### config.mk
export PLATFORM = sky130hd
export DESIGN_NAME = html_tag_tokenizer_core
export DESIGN_NICKNAME = d
export VERILOG_FILES = /design/src/design/htt_pkg.sv /design/src/design/html_tag_tokenizer_core.sv /design/src/design/htt_front.sv /design/src/design/htt_queue.sv /design/src/design/htt_back.sv
export SDC_FILE = /design/constraint.sdc
export NUM_CORES = 1
export LEC_CHECK = 0
export BUFFER_PORTS_ARGS = -buffer_cell sky130_fd_sc_hd__buf_2
export CORE_MARGIN = 8
export CORE_UTILIZATION = 57
export CTS_CLUSTER_DIAMETER = 50
export CTS_CLUSTER_SIZE = 16
export DETAILED_ROUTE_END_ITERATION = 16
export GPL_TIMING_DRIVEN = 0
export PLACE_DENSITY_LB_ADDON = 0.05
export SLEW_MARGIN = 10
export SYNTH_ARGS = -nofsm -noshare
export SYNTH_HDL_FRONTEND = slang
export SYNTH_SLANG_ARGS = --single-unit
### constraint.sdc
create_clock -name clk -period 6.04 [get_ports clk]
set_input_delay 1.812 -clock clk [delete_from_list [all_inputs] [get_ports clk]]
set_output_delay 1.812 -clock clk [all_outputs]
set_load 0.01 [all_outputs]
### src/design/htt_pkg.sv
// ----------------------------------------------------------------------------
// htt_pkg
// Shared types, token codes and the tag pattern table of the tag tokenizer.
// ----------------------------------------------------------------------------
package htt_pkg;

  localparam int NUM_TAGS = 22;
  localparam int MAX_RES  = 3;

  localparam logic [7:0] CHAR_LF = 8'h0A;
  localparam logic [7:0] CHAR_TAB = 8'h09;
  localparam logic [7:0] CHAR_CR = 8'h0D;
  localparam logic [7:0] CHAR_SP = 8'h20;
  localparam logic [7:0] CHAR_LT = 8'h3C;

  localparam logic [4:0] KIND_TEXT     = 5'd0;
  localparam logic [4:0] KIND_TEXT_END = 5'd23;
  localparam logic [4:0] KIND_UNKNOWN  = 5'd24;

  localparam logic [NUM_TAGS-1:0] ALL_TAGS = '1;

  typedef enum logic [1:0] {
    MODE_IDLE,
    MODE_TEXT,
    MODE_TAG
  } mode_t;

  typedef struct packed {
    logic [1:0]                count;
    logic [MAX_RES-1:0][4:0]   kind;
    logic [7:0]                text;
  } bundle_t;

  typedef struct packed {
    logic empty;
    logic full;
  } qstat_t;

  function automatic logic [3:0] tag_len(input logic [4:0] idx);
    logic [3:0] len;
    case (idx)
      5'd0, 5'd4, 5'd8: len = 4'd6;
      5'd1, 5'd5, 5'd6, 5'd9: len = 4'd7;
      5'd2: len = 4'd3;
      5'd3, 5'd10, 5'd12, 5'd14, 5'd16, 5'd18, 5'd20: len = 4'd4;
      5'd7: len = 4'd8;
      default: len = 4'd5;
    endcase
    return len;
  endfunction

  function automatic logic [63:0] tag_text(input logic [4:0] idx);
    logic [63:0] txt;
    case (idx)
      5'd0:  txt = 64'("<html>");
      5'd1:  txt = 64'("</html>");
      5'd2:  txt = 64'("<p>");
      5'd3:  txt = 64'("</p>");
      5'd4:  txt = 64'("<body>");
      5'd5:  txt = 64'("</body>");
      5'd6:  txt = 64'("<title>");
      5'd7:  txt = 64'("</title>");
      5'd8:  txt = 64'("<head>");
      5'd9:  txt = 64'("</head>");
      5'd10: txt = 64'("<h1>");
      5'd11: txt = 64'("</h1>");
      5'd12: txt = 64'("<h2>");
      5'd13: txt = 64'("</h2>");
      5'd14: txt = 64'("<h3>");
      5'd15: txt = 64'("</h3>");
      5'd16: txt = 64'("<h4>");
      5'd17: txt = 64'("</h4>");
      5'd18: txt = 64'("<h5>");
      5'd19: txt = 64'("</h5>");
      5'd20: txt = 64'("<h6>");
      5'd21: txt = 64'("</h6>");
      default: txt = '0;
    endcase
    return txt;
  endfunction

  // Character at position pos of tag idx; caller guarantees pos < tag_len(idx).
  function automatic logic [7:0] tag_char(input logic [4:0] idx, input logic [3:0] pos);
    logic [3:0]  off;
    logic [63:0] txt;
    off = tag_len(idx) - 4'd1 - pos;
    txt = tag_text(idx) >> {off[2:0], 3'b000};
    return txt[7:0];
  endfunction

endpackage

### src/design/html_tag_tokenizer_core.sv
// ----------------------------------------------------------------------------
// html_tag_tokenizer_core
// Markup tag tokenizer: one source byte in, zero to three tokens out.
// ----------------------------------------------------------------------------
// Path: a byte's bundle is registered in the queue, then in htt_back's cur_r.
// Throughput: one byte per cycle while each byte gives at most one token and
//   out_stall is low; a byte giving n tokens holds the port for n transfers,
//   and the bundle queue (QUEUE_DEPTH entries) absorbs the difference.
// Reset: synchronous, active low; scan state, queue and output go empty/idle.
// ----------------------------------------------------------------------------
module html_tag_tokenizer_core
  import htt_pkg::*;
#(
  parameter int QUEUE_DEPTH = 4
) (
  input  logic       clk,
  input  logic       rst_n,
  input  logic       in_valid,
  output logic       in_stall,
  input  logic [7:0] in_byte,
  input  logic       in_end_of_input,
  output logic       out_valid,
  input  logic       out_stall,
  output logic [4:0] out_token_kind,
  output logic [7:0] out_text_byte,
  output logic       out_last_result
);

  qstat_t  q_stat;
  logic    push;
  logic    pop;
  bundle_t push_data;
  bundle_t pop_data;

  htt_front u_front (
    .clk             (clk),
    .rst_n           (rst_n),
    .in_valid        (in_valid),
    .in_stall        (in_stall),
    .in_byte         (in_byte),
    .in_end_of_input (in_end_of_input),
    .q_stat          (q_stat),
    .push            (push),
    .push_data       (push_data)
  );

  htt_queue #(
    .DEPTH (QUEUE_DEPTH)
  ) u_queue (
    .clk       (clk),
    .rst_n     (rst_n),
    .push      (push),
    .push_data (push_data),
    .pop       (pop),
    .pop_data  (pop_data),
    .q_stat    (q_stat)
  );

  htt_back u_back (
    .clk             (clk),
    .rst_n           (rst_n),
    .q_stat          (q_stat),
    .pop             (pop),
    .pop_data        (pop_data),
    .out_valid       (out_valid),
    .out_stall       (out_stall),
    .out_token_kind  (out_token_kind),
    .out_text_byte   (out_text_byte),
    .out_last_result (out_last_result)
  );

endmodule

### src/design/htt_front.sv
// ----------------------------------------------------------------------------
// htt_front
// Accepts source bytes, tracks scan mode and tag candidates, and packs the
// tokens caused by each byte into one bundle.
// ----------------------------------------------------------------------------
module htt_front
  import htt_pkg::*;
(
  input  logic       clk,
  input  logic       rst_n,
  input  logic       in_valid,
  output logic       in_stall,
  input  logic [7:0] in_byte,
  input  logic       in_end_of_input,
  input  qstat_t     q_stat,
  output logic       push,
  output bundle_t    push_data
);

  mode_t               mode_r, mode_nxt;
  logic [NUM_TAGS-1:0] cand_r, cand_nxt;
  logic [3:0]          pos_r, pos_nxt;

  logic [NUM_TAGS-1:0] match;
  logic                done;
  logic [4:0]          done_kind;
  logic                is_ws;
  logic                is_lt;
  logic [1:0]          cnt;
  logic [MAX_RES-1:0][4:0] kinds;
  logic                accept;

  assign in_stall = q_stat.full;
  assign accept   = in_valid && !in_stall;
  assign is_ws    = (in_byte == CHAR_LF) || (in_byte == CHAR_TAB) ||
                    (in_byte == CHAR_CR) || (in_byte == CHAR_SP);
  assign is_lt    = (in_byte == CHAR_LT);

  always_comb begin
    match     = '0;
    done      = 1'b0;
    done_kind = KIND_TEXT;
    for (int i = 0; i < NUM_TAGS; i++) begin
      if (cand_r[i] && (pos_r < tag_len(5'(i))) && (tag_char(5'(i), pos_r) == in_byte)) begin
        match[i] = 1'b1;
      end
    end
    for (int i = NUM_TAGS - 1; i >= 0; i--) begin
      if (match[i] && (tag_len(5'(i)) == pos_r + 4'd1)) begin
        done      = 1'b1;
        done_kind = 5'(i + 1);
      end
    end
  end

  always_comb begin
    mode_nxt = mode_r;
    cand_nxt = cand_r;
    pos_nxt  = pos_r;
    cnt      = 2'd0;
    kinds    = '0;
    unique case (mode_r)
      MODE_TEXT: begin
        if (is_lt) begin
          kinds[cnt] = KIND_TEXT_END;
          cnt        = cnt + 2'd1;
          mode_nxt   = MODE_TAG;
          cand_nxt   = ALL_TAGS;
          pos_nxt    = 4'd1;
        end else begin
          kinds[cnt] = KIND_TEXT;
          cnt        = cnt + 2'd1;
        end
      end
      MODE_TAG: begin
        if (match == '0) begin
          kinds[cnt] = KIND_UNKNOWN;
          cnt        = cnt + 2'd1;
          if (is_ws) begin
            mode_nxt = MODE_IDLE;
            cand_nxt = '0;
            pos_nxt  = 4'd0;
          end else if (is_lt) begin
            mode_nxt = MODE_TAG;
            cand_nxt = ALL_TAGS;
            pos_nxt  = 4'd1;
          end else begin
            mode_nxt   = MODE_TEXT;
            cand_nxt   = '0;
            pos_nxt    = 4'd0;
            kinds[cnt] = KIND_TEXT;
            cnt        = cnt + 2'd1;
          end
        end else if (done) begin
          kinds[cnt] = done_kind;
          cnt        = cnt + 2'd1;
          mode_nxt   = MODE_IDLE;
          cand_nxt   = '0;
          pos_nxt    = 4'd0;
        end else begin
          cand_nxt = match;
          pos_nxt  = pos_r + 4'd1;
        end
      end
      default: begin
        if (is_ws) begin
          mode_nxt = MODE_IDLE;
        end else if (is_lt) begin
          mode_nxt = MODE_TAG;
          cand_nxt = ALL_TAGS;
          pos_nxt  = 4'd1;
        end else begin
          mode_nxt   = MODE_TEXT;
          kinds[cnt] = KIND_TEXT;
          cnt        = cnt + 2'd1;
        end
      end
    endcase
    if (in_end_of_input) begin
      if (mode_nxt == MODE_TEXT) begin
        kinds[cnt] = KIND_TEXT_END;
        cnt        = cnt + 2'd1;
      end else if (mode_nxt == MODE_TAG) begin
        kinds[cnt] = KIND_UNKNOWN;
        cnt        = cnt + 2'd1;
      end
      mode_nxt = MODE_IDLE;
      cand_nxt = '0;
      pos_nxt  = 4'd0;
    end
  end

  assign push            = accept && (cnt != 2'd0);
  assign push_data.count = cnt;
  assign push_data.kind  = kinds;
  assign push_data.text  = in_byte;

  always_ff @(posedge clk) begin
    if (!rst_n) begin
      mode_r <= MODE_IDLE;
      cand_r <= '0;
      pos_r  <= 4'd0;
    end else if (accept) begin
      mode_r <= mode_nxt;
      cand_r <= cand_nxt;
      pos_r  <= pos_nxt;
    end
  end

endmodule

### src/design/htt_queue.sv
// ----------------------------------------------------------------------------
// htt_queue
// Short first-in first-out queue of token bundles between front and back.
// ----------------------------------------------------------------------------
module htt_queue
  import htt_pkg::*;
#(
  parameter int DEPTH = 4
) (
  input  logic    clk,
  input  logic    rst_n,
  input  logic    push,
  input  bundle_t push_data,
  input  logic    pop,
  output bundle_t pop_data,
  output qstat_t  q_stat
);

  localparam int PTR_W = (DEPTH > 1) ? $clog2(DEPTH) : 1;
  localparam int CNT_W = $clog2(DEPTH + 1);

  bundle_t            mem_r [DEPTH];
  logic [PTR_W-1:0]   wr_ptr_r, wr_ptr_nxt;
  logic [PTR_W-1:0]   rd_ptr_r, rd_ptr_nxt;
  logic [CNT_W-1:0]   count_r, count_nxt;
  logic               do_push;
  logic               do_pop;

  assign q_stat.empty = (count_r == '0);
  assign q_stat.full  = (count_r == CNT_W'(DEPTH));
  assign do_push      = push && !q_stat.full;
  assign do_pop       = pop && !q_stat.empty;
  assign pop_data     = mem_r[rd_ptr_r];

  always_comb begin
    wr_ptr_nxt = wr_ptr_r;
    rd_ptr_nxt = rd_ptr_r;
    count_nxt  = count_r;
    if (do_push) begin
      wr_ptr_nxt = (wr_ptr_r == PTR_W'(DEPTH - 1)) ? '0 : wr_ptr_r + PTR_W'(1);
    end
    if (do_pop) begin
      rd_ptr_nxt = (rd_ptr_r == PTR_W'(DEPTH - 1)) ? '0 : rd_ptr_r + PTR_W'(1);
    end
    if (do_push && !do_pop) begin
      count_nxt = count_r + CNT_W'(1);
    end else if (do_pop && !do_push) begin
      count_nxt = count_r - CNT_W'(1);
    end
  end

  always_ff @(posedge clk) begin
    if (!rst_n) begin
      wr_ptr_r <= '0;
      rd_ptr_r <= '0;
      count_r  <= '0;
    end else begin
      wr_ptr_r <= wr_ptr_nxt;
      rd_ptr_r <= rd_ptr_nxt;
      count_r  <= count_nxt;
    end
  end

  always_ff @(posedge clk) begin
    if (do_push) begin
      mem_r[wr_ptr_r] <= push_data;
    end
  end

endmodule

### src/design/htt_back.sv
// ----------------------------------------------------------------------------
// htt_back
// Takes bundles from the queue and issues their tokens one transfer at a time.
// ----------------------------------------------------------------------------
module htt_back
  import htt_pkg::*;
(
  input  logic       clk,
  input  logic       rst_n,
  input  qstat_t     q_stat,
  output logic       pop,
  input  bundle_t    pop_data,
  output logic       out_valid,
  input  logic       out_stall,
  output logic [4:0] out_token_kind,
  output logic [7:0] out_text_byte,
  output logic       out_last_result
);

  bundle_t    cur_r, cur_nxt;
  logic [1:0] idx_r, idx_nxt;
  logic       busy_r, busy_nxt;
  logic       take;
  logic       last;
  logic       need_load;

  assign take      = busy_r && !out_stall;
  assign last      = (idx_r == cur_r.count - 2'd1);
  assign need_load = !busy_r || (take && last);
  assign pop       = need_load && !q_stat.empty;

  always_comb begin
    cur_nxt  = pop ? pop_data : cur_r;
    busy_nxt = need_load ? !q_stat.empty : busy_r;
    if (need_load) begin
      idx_nxt = 2'd0;
    end else if (take) begin
      idx_nxt = idx_r + 2'd1;
    end else begin
      idx_nxt = idx_r;
    end
  end

  assign out_valid       = busy_r;
  assign out_token_kind  = cur_r.kind[idx_r];
  assign out_text_byte   = (cur_r.kind[idx_r] == KIND_TEXT) ? cur_r.text : 8'h00;
  assign out_last_result = last;

  always_ff @(posedge clk) begin
    if (!rst_n) begin
      busy_r <= 1'b0;
      idx_r  <= 2'd0;
    end else begin
      busy_r <= busy_nxt;
      idx_r  <= idx_nxt;
    end
  end

  always_ff @(posedge clk) begin
    cur_r <= cur_nxt;
  end

endmodule

==> results of run 1 <==
-- metrics by stage --
step / setup WS [ns] / area (sq um) / hold WS (ns) / std cells
after global routing: -0.0763 / 11100 / 0.517 / 1247
final: 0.0601 / 11100 / 0.491 / 1247
after floorplan: -0.180 / 9520 / 0.478 / 936
after detailed placement: -1.07 / 9980 / 0.490 / 1184
after CTS: 0.00570 / 10700 / 0.497 / 1222
after global placement: -1.70 / 9930 / 0.466 / 1184
-- cell type report --
class / instances / area share, %
multi-input combinational: 710 / 48.3
sequential: 143 / 35.2
buffer: 58 / 4.10
clock buffer: 17 / 3.82
timing repair buffer: 62 / 3.77
tap: 220 / 2.47
clock inverter: 15 / 1.53
inverter: 22 / 0.809
-- logic make-up (layout without fill, tap and decap cells) --
kind of cell,after synthesis,in the layout
compound gates,207,207
xor+xnor,47,47
fa+ha+maj,25,25
buf+inv,83,174
flops,143,143
mux,43,43
simple gates,388,388
-- power breakdown --
| group | internal [mW] | total (mW) | switching, mW |
|---|---|---|---|
| Combinational | 0.321 | 0.746 | 0.425 |
| Clock | 0.622 | 1.07 | 0.448 |
| Sequential | 1.26 | 1.32 | 0.0581 |
-- cells in the final DEF, fill, tap and decap left out, types with 15 or more instances in the layout --
cell type and instances:
edfxtp_1 105, nand2_1 72, nor2_1 54, o21ai_0 49, nor2b_1 44, buf_4 42
dfxtp_1 36, nand3_1 29, buf_2 28, a22oi_1 28, nor3_1 26, xnor2_1 23
a21oi_1 23, nand4_1 22, mux4_2 22, mux2i_1 21, ha_1 21, and2_1 20
clkbuf_1 19, nand2b_1 18, and3_1 17, clkbuf_16 17, inv_1 15
-- worst paths after layout --
kind              depth (start not counted)                          start                              end  slack (ns)
setup / recovery                         22                     in_byte[5]  u_queue.count_r[2]$_SDFFE_PN0P_        0.06
hold / removal                            2  u_back.out_valid$_SDFFE_PN0N_     u_back.idx_r[1]$_SDFFE_PP0P_        0.49
setup reg to reg                         27  u_front.pos_r[0]$_SDFFE_PN0P_  u_queue.count_r[2]$_SDFFE_PN0P_        0.11
hold reg to reg                           2  u_back.out_valid$_SDFFE_PN0N_     u_back.idx_r[1]$_SDFFE_PP0P_        0.49
-- per-layer routing --
layer	vias to the layer above	global-route usage, %	share of wire, %
li1	3687	-	-
met1	3876	33.3	39
met2	419	45.7	48
met3	126	4.73	6.7
met4	0	14.9	6.0
met5	-	0	0
-- sequential cells by signal, indices dropped and copies added, names as in the netlist --
name,flops
u_queue.mem_r,84
u_front.cand_r,22
u_back.cur_r,21
u_front.pos_r,4
u_queue.count_r,3
u_back.idx_r,2
u_front.mode_r,2
u_queue.rd_ptr_r,2
u_queue.wr_ptr_r,2
u_back.out_valid,1
-- repair_timing --
item | in CTS | in global routing
setup buffers | 7 | 27
hold endpoints to repair | 0 | 0
endpoints found under the setup margin | 87 | 86
gates resized for setup | 33 | 45
gates cloned | 0 | 0
pin swaps | 6 | 23
-- worst min-delay path, delay by kind of cell (launching register included) --
family | cells | cell delay, ns
and+or+nand+nor | 1 | 0.08
AOI/OAI and AO/OA | 1 | 0.05
DFF | 1 | 0.31
==> qor.yml, run 1 <==
outcome: "complete, no violations"
cts_htree_levels: 4
critical_path.cell_chain: "buf_4, buf_6, xor2_2, o211ai_1, or3b_4, or4_4, o2111a_1, nand4_1, nor2_1, a2111o_1, nand2_2, inv_2, ha_4, a31oi_4, o211ai_1, nand2_1, ha_2, inv_1, fa_2, xor2_1, or3_1, a21boi_1"
worst_path_most_repeated_cell: "o211ai_1"
global_route.usage.total_pct: 27.4
port_buffers: 28
drt-total-wl_mm: 29.7
yosys.cell_types.count: 101
regArea_sq_um: 3920
cp-end-kind: "register"
finalSetupViolations: 0
detail_route.drc_violations: 0
ys.warnings.count: 0
critPathTopFamily: "simple AND/OR/NAND/NOR gates"
netlist_top_cells_area: "edfxtp_1 (33%), dfxtp_1 (8.0%), mux4_2 (5.2%)"
critical_path_at_ns: 6.33
final.fill_count: 1277
p_per_area_nw_per_um2: 282
clock_tree_from_tritoncts: "yes"
cts_num_sinks: 143
path_class: "input port to register"
ys_ff_latch: 143
synth_area_sq_um: 9480
total_power_consumption_mw: 3.14
hpwlAfterDp_mm: 21.1
diodes: 0
post_drt_via_cell_ratio: 6.50
drt_first_pass_iters: 8
antenna_found_initial: 0
skew_ns: 0.0152
postSynth.asyncResetShare_pct: 0
synthCells: 936
dieHeight_um: 145
synth_top_family_by_area: "simple AND/OR/NAND/NOR gates"
crit_path_start_kind: "input port"
die_w_um: 145
required_ns: 6.39
timing.final.max_slew_violations: 0
floorplan.initialDensity_pct: 57.8
cap_violations: 0
postSynthAreaPerCell_sq_um: 10.1
clk_path_buf_depth: 2
skew_pair_late_insertion_delay_ns: 0.42
holdBufCountCts: 0
boundaryPins: 29
wire_length_of_the_first_global_routing_pass_mm: 45.1
synth.yosys.seq_area_share_pct: 41.3
die_area_sq_um: 21000
cp_slowest_stage_delay_ns: 0.54
overflow: 0
post_synthesis_xor_xnor_area_fraction_pct: 4.62
synthMuxAreaShare_pct: 7.44
drt_first_iter_violations: 885
min_period_over_period_pct: 99.0
tightest_slew_ns: 1.18
ant_nets: 0
worstPathBufferInverterCount: 4
yosys_most_used_dff: "edfxtp_1"
timing.critical_path.slowest_stage_cell: "or4_4"
clk_transition_reported_paths_ns: 0.07
post_drt_wl_per_cell_um: 23.8
share_of_cells_above_drive_strength_1_pct: 22.8
via_count_of_the_first_global_routing_pass: 7882
core_area_sq_um: 16400
gp_congestion: 1.02
placementRows: 47
post-synth-top-area-cell: "edfxtp_1"
clock.fmax_mhz: 167
top_fanout_value_on_the_critical_path: 10
synth_top_cell_area_share_pct: 33.3
number_of_buffers_created_by_cts: 17
design.final.nets: 1052
synth-compound-area-share_pct: 15.3
yosysMostFrequentCell: "edfxtp_1"
final_period_minus_worst_setup_slack_ns: 5.98
synth-simple-area-share_pct: 23.0
pin_count_of_the_biggest_net_entering_global_routing: 23
hold_class: "register to register"
finish.utilization_pct: 67.9
synth_common_cells: "edfxtp_1 (105), nand2_1 (74), nor2_1 (54)"
synth-edff-count: 105
synth-adder-area-share_pct: 3.38
static-leakage-power_nw: 3.95
finalHoldViolations: 0
syn_nets: 974
ir_worst_vdd_v: 0.000256
areaGrowthSynthToFinish_pct: 17.5
totalNegativeSetupSlack_ns: 0
clk_root_buffer_cell: "clkbuf_16"
area_of_combinational_cells_with_multiple_inputs_sq_um: 5380
max_slew_margin_pct: 20.3
routed-via-count: 8108
Note: power is estimated with default switching activity, not from simulation.
==> run 2, diff against run 1 <==
Settings changed: CAP_MARGIN from default to 10.
Clock period 6.04 ns to 5.2 ns, I/O delays scaled along.
==> run 2 against run 1 <==
Net effect: the run now ends with negative setup slack left; non-clock buffer count rose by 29; final area up 6.6%; final cell count grew 2.6%; clock power is 13% higher; combinational power grew 32%; first-iteration DRC count grew 2.1%; wire length is 9.1% higher; critical path type unchanged; critical endpoint unchanged; largest power group unchanged; highest routed layer unchanged.
==> qor.yml, run 2 (synthesis results as in run 1) <==
reg_top3: "u_queue.mem_r: 84 flops, u_front.cand_r: 22 flops, u_back.cur_r: 21 flops"
static-leakage-power_nw: 4.17
required_ns: 5.56
most_common_cell_after_layout_fill_and_taps_aside: "edfxtp_1"
timing.final.max_slew_violations: 0
wire_length_of_the_first_global_routing_pass_mm: 49.2
drt-total-wl_mm: 32.4
timing.critical_path.slowest_stage_cell: "or4_4"
largest_register_ff_count: 84
gp_congestion: 0.976
clock_tree_from_tritoncts: "yes"
core_area_sq_um: 16400
most_frequent_cells_in_the_layout: "edfxtp_1 (105), nand2_1 (73), buf_4 (63)"
ant_nets: 0
routed-via-count: 8563
r2r_cells: 24
crit_path_start_kind: "input port"
placementRows: 47
post_drt_via_cell_ratio: 6.69
cp_slowest_stage_delay_ns: 0.60
cts_htree_levels: 4
hold_class: "register to register"
ir_worst_vdd_v: 0.000230
floorplan.initialDensity_pct: 57.8
drt_first_pass_iters: 5
number_of_buffers_created_by_cts: 17
setup_repair_after_global_routing_missed_its_margin: "yes"
pin_count_of_the_biggest_net_entering_global_routing: 23
cp-end-kind: "register"
max_slew_margin_pct: 23.0
die_w_um: 145
design.final.nets: 1085
critical_path_at_ns: 5.93
violations: "negative setup slack"
hpwlAfterDp_mm: 21.0
drt_first_iter_violations: 904
cap_violations: 0
share_of_cells_above_drive_strength_1_pct: 28.0
die_area_sq_um: 21000
total_power_consumption_mw: 3.73
critical_path.cell_chain: "clkbuf_4, clkbuf_4, xnor2_1, nand3_1, or4_4, o2111a_1, nand4_1, nor2_2, a2111o_1, nand2_2, inv_2, ha_4, a31oi_4, o211ai_1, nand2_1, ha_4, inv_2, fa_2, xor2_1, or3_1, a21boi_1"
final_period_minus_worst_setup_slack_ns: 5.57
port_buffers: 28
totalNegativeSetupSlack_ns: -0.479
largest_register: "u_queue.mem_r"
skew_pair_late_insertion_delay_ns: 0.43
top_fanout_value_on_the_critical_path: 12
diodes: 0
p_per_area_nw_per_um2: 314
areaGrowthSynthToFinish_pct: 25.3
final.fill_count: 1189
min_period_over_period_pct: 107
antenna_found_initial: 0
post_drt_wl_per_cell_um: 25.3
holdBufCountCts: 0
detailed_place.area_sq_um: 10000
dpl_worst_slack_ns: -1.87
detail_route.drc_violations: 0
overflow: 0
finalHoldViolations: 0
global_route.usage.total_pct: 30.0
skew_ns: 0.0141
clk_root_buffer_cell: "clkbuf_16"
finalSetupViolations: 2
via_count_of_the_first_global_routing_pass: 8367
worst_setup_slack_after_layout_ns: -0.370
boundaryPins: 29
finish.utilization_pct: 72.4
layout.cell_area.non_filler_sq_um: 11900
clk_transition_reported_paths_ns: 0.07
clk_path_buf_depth: 2
dieHeight_um: 145
outcome: "finished with violations"
path_class: "input port to register"
min_delay_path_depth: 2
cts_num_sinks: 143
clock.fmax_mhz: 180
tightest_slew_ns: 1.15
-- run 2: cell types whose count changed in the layout (fill, tap and decap cells not counted), sizes merged --
cell / previous run / this run
clkinvlp: 5 / 8
inv: 29 / 27
buf: 96 / 124
bufinv: 2 / 1
a21boi: 9 / 13
bufbuf: 0 / 1
-- run 2: layout make-up --
class                           instances  area (sq um)  area share, %
Multi-Input combinational cell        714          5690           47.9
Sequential cell                       143          3930           33.0
Timing Repair Buffer                   90           767           6.46
Buffer                                 59           539           4.54
Clock buffer                           17           425           3.58
Tap cell                              220           275           2.32
Clock inverter                         15           150           1.26
Inverter                               22           103          0.864
-- run 2: stage by stage --
step | hold slack [ns] | cells
after floorplan | 0.483 | 936
after global routing | 0.499 | 1280
after global placement | 0.464 | 1184
after detailed placement | 0.471 | 1184
final | 0.476 | 1280
after CTS | 0.481 | 1262
-- run 2: final timing paths --
kind                                                     from                              end  slack (ns)
worst max-delay path                               in_byte[3]  u_queue.count_r[2]$_SDFFE_PN0P_       -0.37
worst min-delay path            u_back.out_valid$_SDFFE_PN0N_     u_back.idx_r[1]$_SDFFE_PP0P_        0.48
worst max register to register  u_front.pos_r[2]$_SDFFE_PN0P_  u_queue.count_r[2]$_SDFFE_PN0P_       -0.30
worst min register to register  u_back.out_valid$_SDFFE_PN0N_     u_back.idx_r[1]$_SDFFE_PP0P_        0.48
-- run 2: power by group --
group | switching (mW) | internal (mW)
Sequential | 0.0738 | 1.47
Clock | 0.535 | 0.675
Combinational | 0.546 | 0.438
-- run 2: routing by layer --
layer  global-route usage [%]  vias to the layer above  routed length [um]
met3                     5.60                      126                2360
met2                     50.3                      508               15900
met5                        0                        -                   0
met1                     35.0                     4154               12300
met4                     18.9                        0                1850
li1                         -                     3775                   -
-- run 2: critical path: cells and delay by family --
| kind | cells | cell delay, ns |
|---|---|---|
| xor+xnor | 2 | 0.32 |
| buf+inv | 4 | 0.60 |
| fa+ha+maj | 3 | 0.69 |
| simple gates | 7 | 1.68 |
| compound gates | 5 | 1.07 |
-- run 2: what timing repair did --
action	CTS	global route
pin swaps	40	27
cloned	5	0
buffers inserted	43	19
endpoints found under the setup margin	162	95
gates resized for setup	105	40
==> run 3, diff against run 2 <==
Settings changed: CORE_MARGIN 8 to 2.
==> run 3 against run 2 <==
Net effect: the flow still finishes with violations (negative setup slack); critical path depth unchanged; clock power about the same; largest cell class unchanged; wire length increased by 6.7%; worst setup slack improved by 0.11 ns.
==> qor.yml, run 3 (synthesis results as in run 1) <==
ant_nets: 0
cp_slowest_stage_delay_ns: 0.60
clock.fmax_mhz: 183
areaGrowthSynthToFinish_pct: 29.3
crit_path_start_kind: "input port"
combinationalPowerShare_pct: 27.1
drt-total-wl_mm: 34.5
port_buffers: 28
drt_first_iter_violations: 1201
violations: "negative setup slack"
r2r_cells: 26
power_switching_share_pct: 32.2
max_slew_margin_pct: 17.5
share_of_cells_above_drive_strength_1_pct: 31.1
cts_htree_levels: 4
cp-end-kind: "register"
post_drt_wl_per_cell_um: 26.3
reg2reg_from: "u_front.pos_r[0]$_SDFFE_PN0P_"
cap_violations: 0
critical_path_at_ns: 5.83
skew_ns: 0.0110
dieHeight_um: 133
most_frequent_cells_in_the_layout: "edfxtp_1 (105), buf_4 (87), nand2_1 (71)"
boundaryPins: 29
cellInternalPower_mw: 2.54
largest_register_ff_count: 84
final.fill_count: 1111
detail_route.drc_violations: 0
p_per_area_nw_per_um2: 306
min_delay_path_depth: 2
diodes: 0
routed-via-count: 8946
core_area_sq_um: 16400
power.share.sequential_pct: 41.3
most_common_cell_after_layout_fill_and_taps_aside: "edfxtp_1"
global_route.usage.total_pct: 37.0
clk_transition_reported_paths_ns: 0.07
tightest_slew_ns: 1.23
ir_worst_vdd_v: 0.000247
holdBufCountCts: 0
overflow: 0
die_w_um: 133
wire_length_of_the_first_global_routing_pass_mm: 48.7
outcome: "finished with violations"
top_fanout_value_on_the_critical_path: 5
drt_first_pass_iters: 7
gp_congestion: 1.02
pin_count_of_the_biggest_net_entering_global_routing: 23
largest_register: "u_queue.mem_r"
worst_setup_slack_after_layout_ns: -0.265
worst-r2r-setup-slack_ns: -0.22
required_ns: 5.56
timing.critical_path.slowest_stage_cell: "mux4_2"
floorplan.initialDensity_pct: 57.8
hold_class: "register to register"
clkPwrFrac_pct: 31.6
timing.final.max_slew_violations: 0
finalHoldViolations: 0
static-leakage-power_nw: 4.40
final_period_minus_worst_setup_slack_ns: 5.47
critical_path.cell_chain: "buf_6, buf_8, xor2_4, mux4_2, or4_4, o2111a_1, nand4_1, nor2_2, a2111o_1, nand2_2, inv_2, ha_4, a31oi_4, o211ai_1, nand2_1, ha_4, inv_2, fa_2, xor2_1, or3_1, a21boi_1"
placementRows: 47
finalSetupViolations: 8
number_of_buffers_created_by_cts: 17
setup_repair_after_global_routing_missed_its_margin: "yes"
post_drt_via_cell_ratio: 6.81
destination_of_the_worst_hold_path: "u_back.idx_r[1]$_SDFFE_PP0P_"
path_class: "input port to register"
skew_pair_late_insertion_delay_ns: 0.43
dpl_worst_slack_ns: -1.84
reg_top3: "u_queue.mem_r: 84 flops, u_front.cand_r: 22 flops, u_back.cur_r: 21 flops"
via_count_of_the_first_global_routing_pass: 8281
power.switching_mw: 1.21
total_power_consumption_mw: 3.75
reg2reg_to: "u_queue.count_r[2]$_SDFFE_PN0P_"
antenna_found_initial: 0
finish.utilization_pct: 74.7
design.final.nets: 1118
clk_root_buffer_cell: "clkbuf_16"
hold_start: "u_back.out_valid$_SDFFE_PN0N_"
clock_tree_from_tritoncts: "yes"
hpwlAfterDp_mm: 20.6
clk_path_buf_depth: 2
die_area_sq_um: 17700
min_period_over_period_pct: 105
cts_num_sinks: 143
==> run 3: changes by cell type in the layout (fill, tap and decap cells not counted), sizes merged <==
cell / delta
buf: +37
bufbuf: -1
bufinv: -1
clkbuf: -4
clkinv: +1
clkinvlp: -1
inv: +1
nand4: +1
==> run 3: worst max-delay path by stage <==
| stage | end | start | slack, ns | cells after the start |
|---|---|---|---|---|
| 2_1_floorplan | u_queue.count_r[2]$_SDFFE_PN0P_ | in_byte[2] | -0.64 | 20 |
| 3_3_place_gp | u_queue.mem_r[0][6]$_DFFE_PP_ | u_front.pos_r[0]$_SDFFE_PN0P_ | -1.79 | 22 |
| 3_5_place_dp | u_queue.count_r[2]$_SDFFE_PN0P_ | u_front.pos_r[0]$_SDFFE_PN0P_ | -1.84 | 26 |
| 4_1_cts | u_queue.count_r[2]$_SDFFE_PN0P_ | in_byte[5] | -0.18 | 22 |
| 5_1_grt | u_queue.count_r[2]$_SDFFE_PN0P_ | u_front.pos_r[1]$_SDFFE_PN0P_ | -0.38 | 28 |
| 6_report | u_queue.count_r[2]$_SDFFE_PN0P_ | in_byte[2] | -0.27 | 21 |
==> run 3: power groups by stage <==
stage               Combinational (mW)  Clock [mW]  Sequential (mW)
floorplan                        0.606           0             1.53
global placement                 0.802           0             1.55
detailed placement               0.827           0             1.56
CTS                              0.916        1.16             1.54
global route                      1.08        1.23             1.56
finish                            1.02        1.18             1.55
==> run 3: timing repair <==
| action | 4_1_cts | 5_1_grt |
|---|---|---|
| gates resized for setup | 113 | 68 |
| pin swaps | 45 | 45 |
| setup endpoints to repair | 162 | 94 |
| gates cloned | 7 | 0 |
| buffers inserted | 49 | 45 |
==> run 3: per-layer routing <==
layer | share of wire, % | GRT usage, % | wire length (um) | vias up
met5 | 0 | 0 | 0 | -
met4 | 7.0 | 20.0 | 2410 | 0
met3 | 8.5 | 7.39 | 2940 | 204
met2 | 49 | 61.7 | 16900 | 628
met1 | 36 | 45.3 | 12300 | 4274
li1 | - | - | - | 3840
==> run 3: final cells by class <==
| cell class | instances | area [sq um] | area share [%] |
|---|---|---|---|
| Clock inverter | 15 | 124 | 1.01 |
| Timing Repair Buffer | 124 | 1090 | 8.86 |
| Tap cell | 220 | 275 | 2.25 |
| Sequential cell | 143 | 3930 | 32.0 |
| Inverter | 22 | 97.6 | 0.796 |
| Multi-Input combinational cell | 715 | 5780 | 47.1 |
| Buffer | 57 | 546 | 4.45 |
| Clock buffer | 17 | 425 | 3.47 |
==> run 3: per-stage QoR <==
stage	setup TNS [ns]	instances	instance area (sq um)	hold slack, ns
global route	-5.15	1313	12300	0.533
floorplan	-34.32	936	9560	0.483
detailed placement	-159.54	1184	10000	0.500
CTS	-0.183	1270	11500	0.518
finish	-0.306	1313	12300	0.514
global placement	-175.94	1184	9980	0.464
==> run 3: worst max-delay path, delay by kind of cell <==
family | cells | cell delay, ns
buf+inv | 4 | 0.34
simple gates | 6 | 1.24
compound gates | 5 | 1.01
fa+ha+maj | 3 | 0.71
xor+xnor | 2 | 0.35
mux | 1 | 0.60
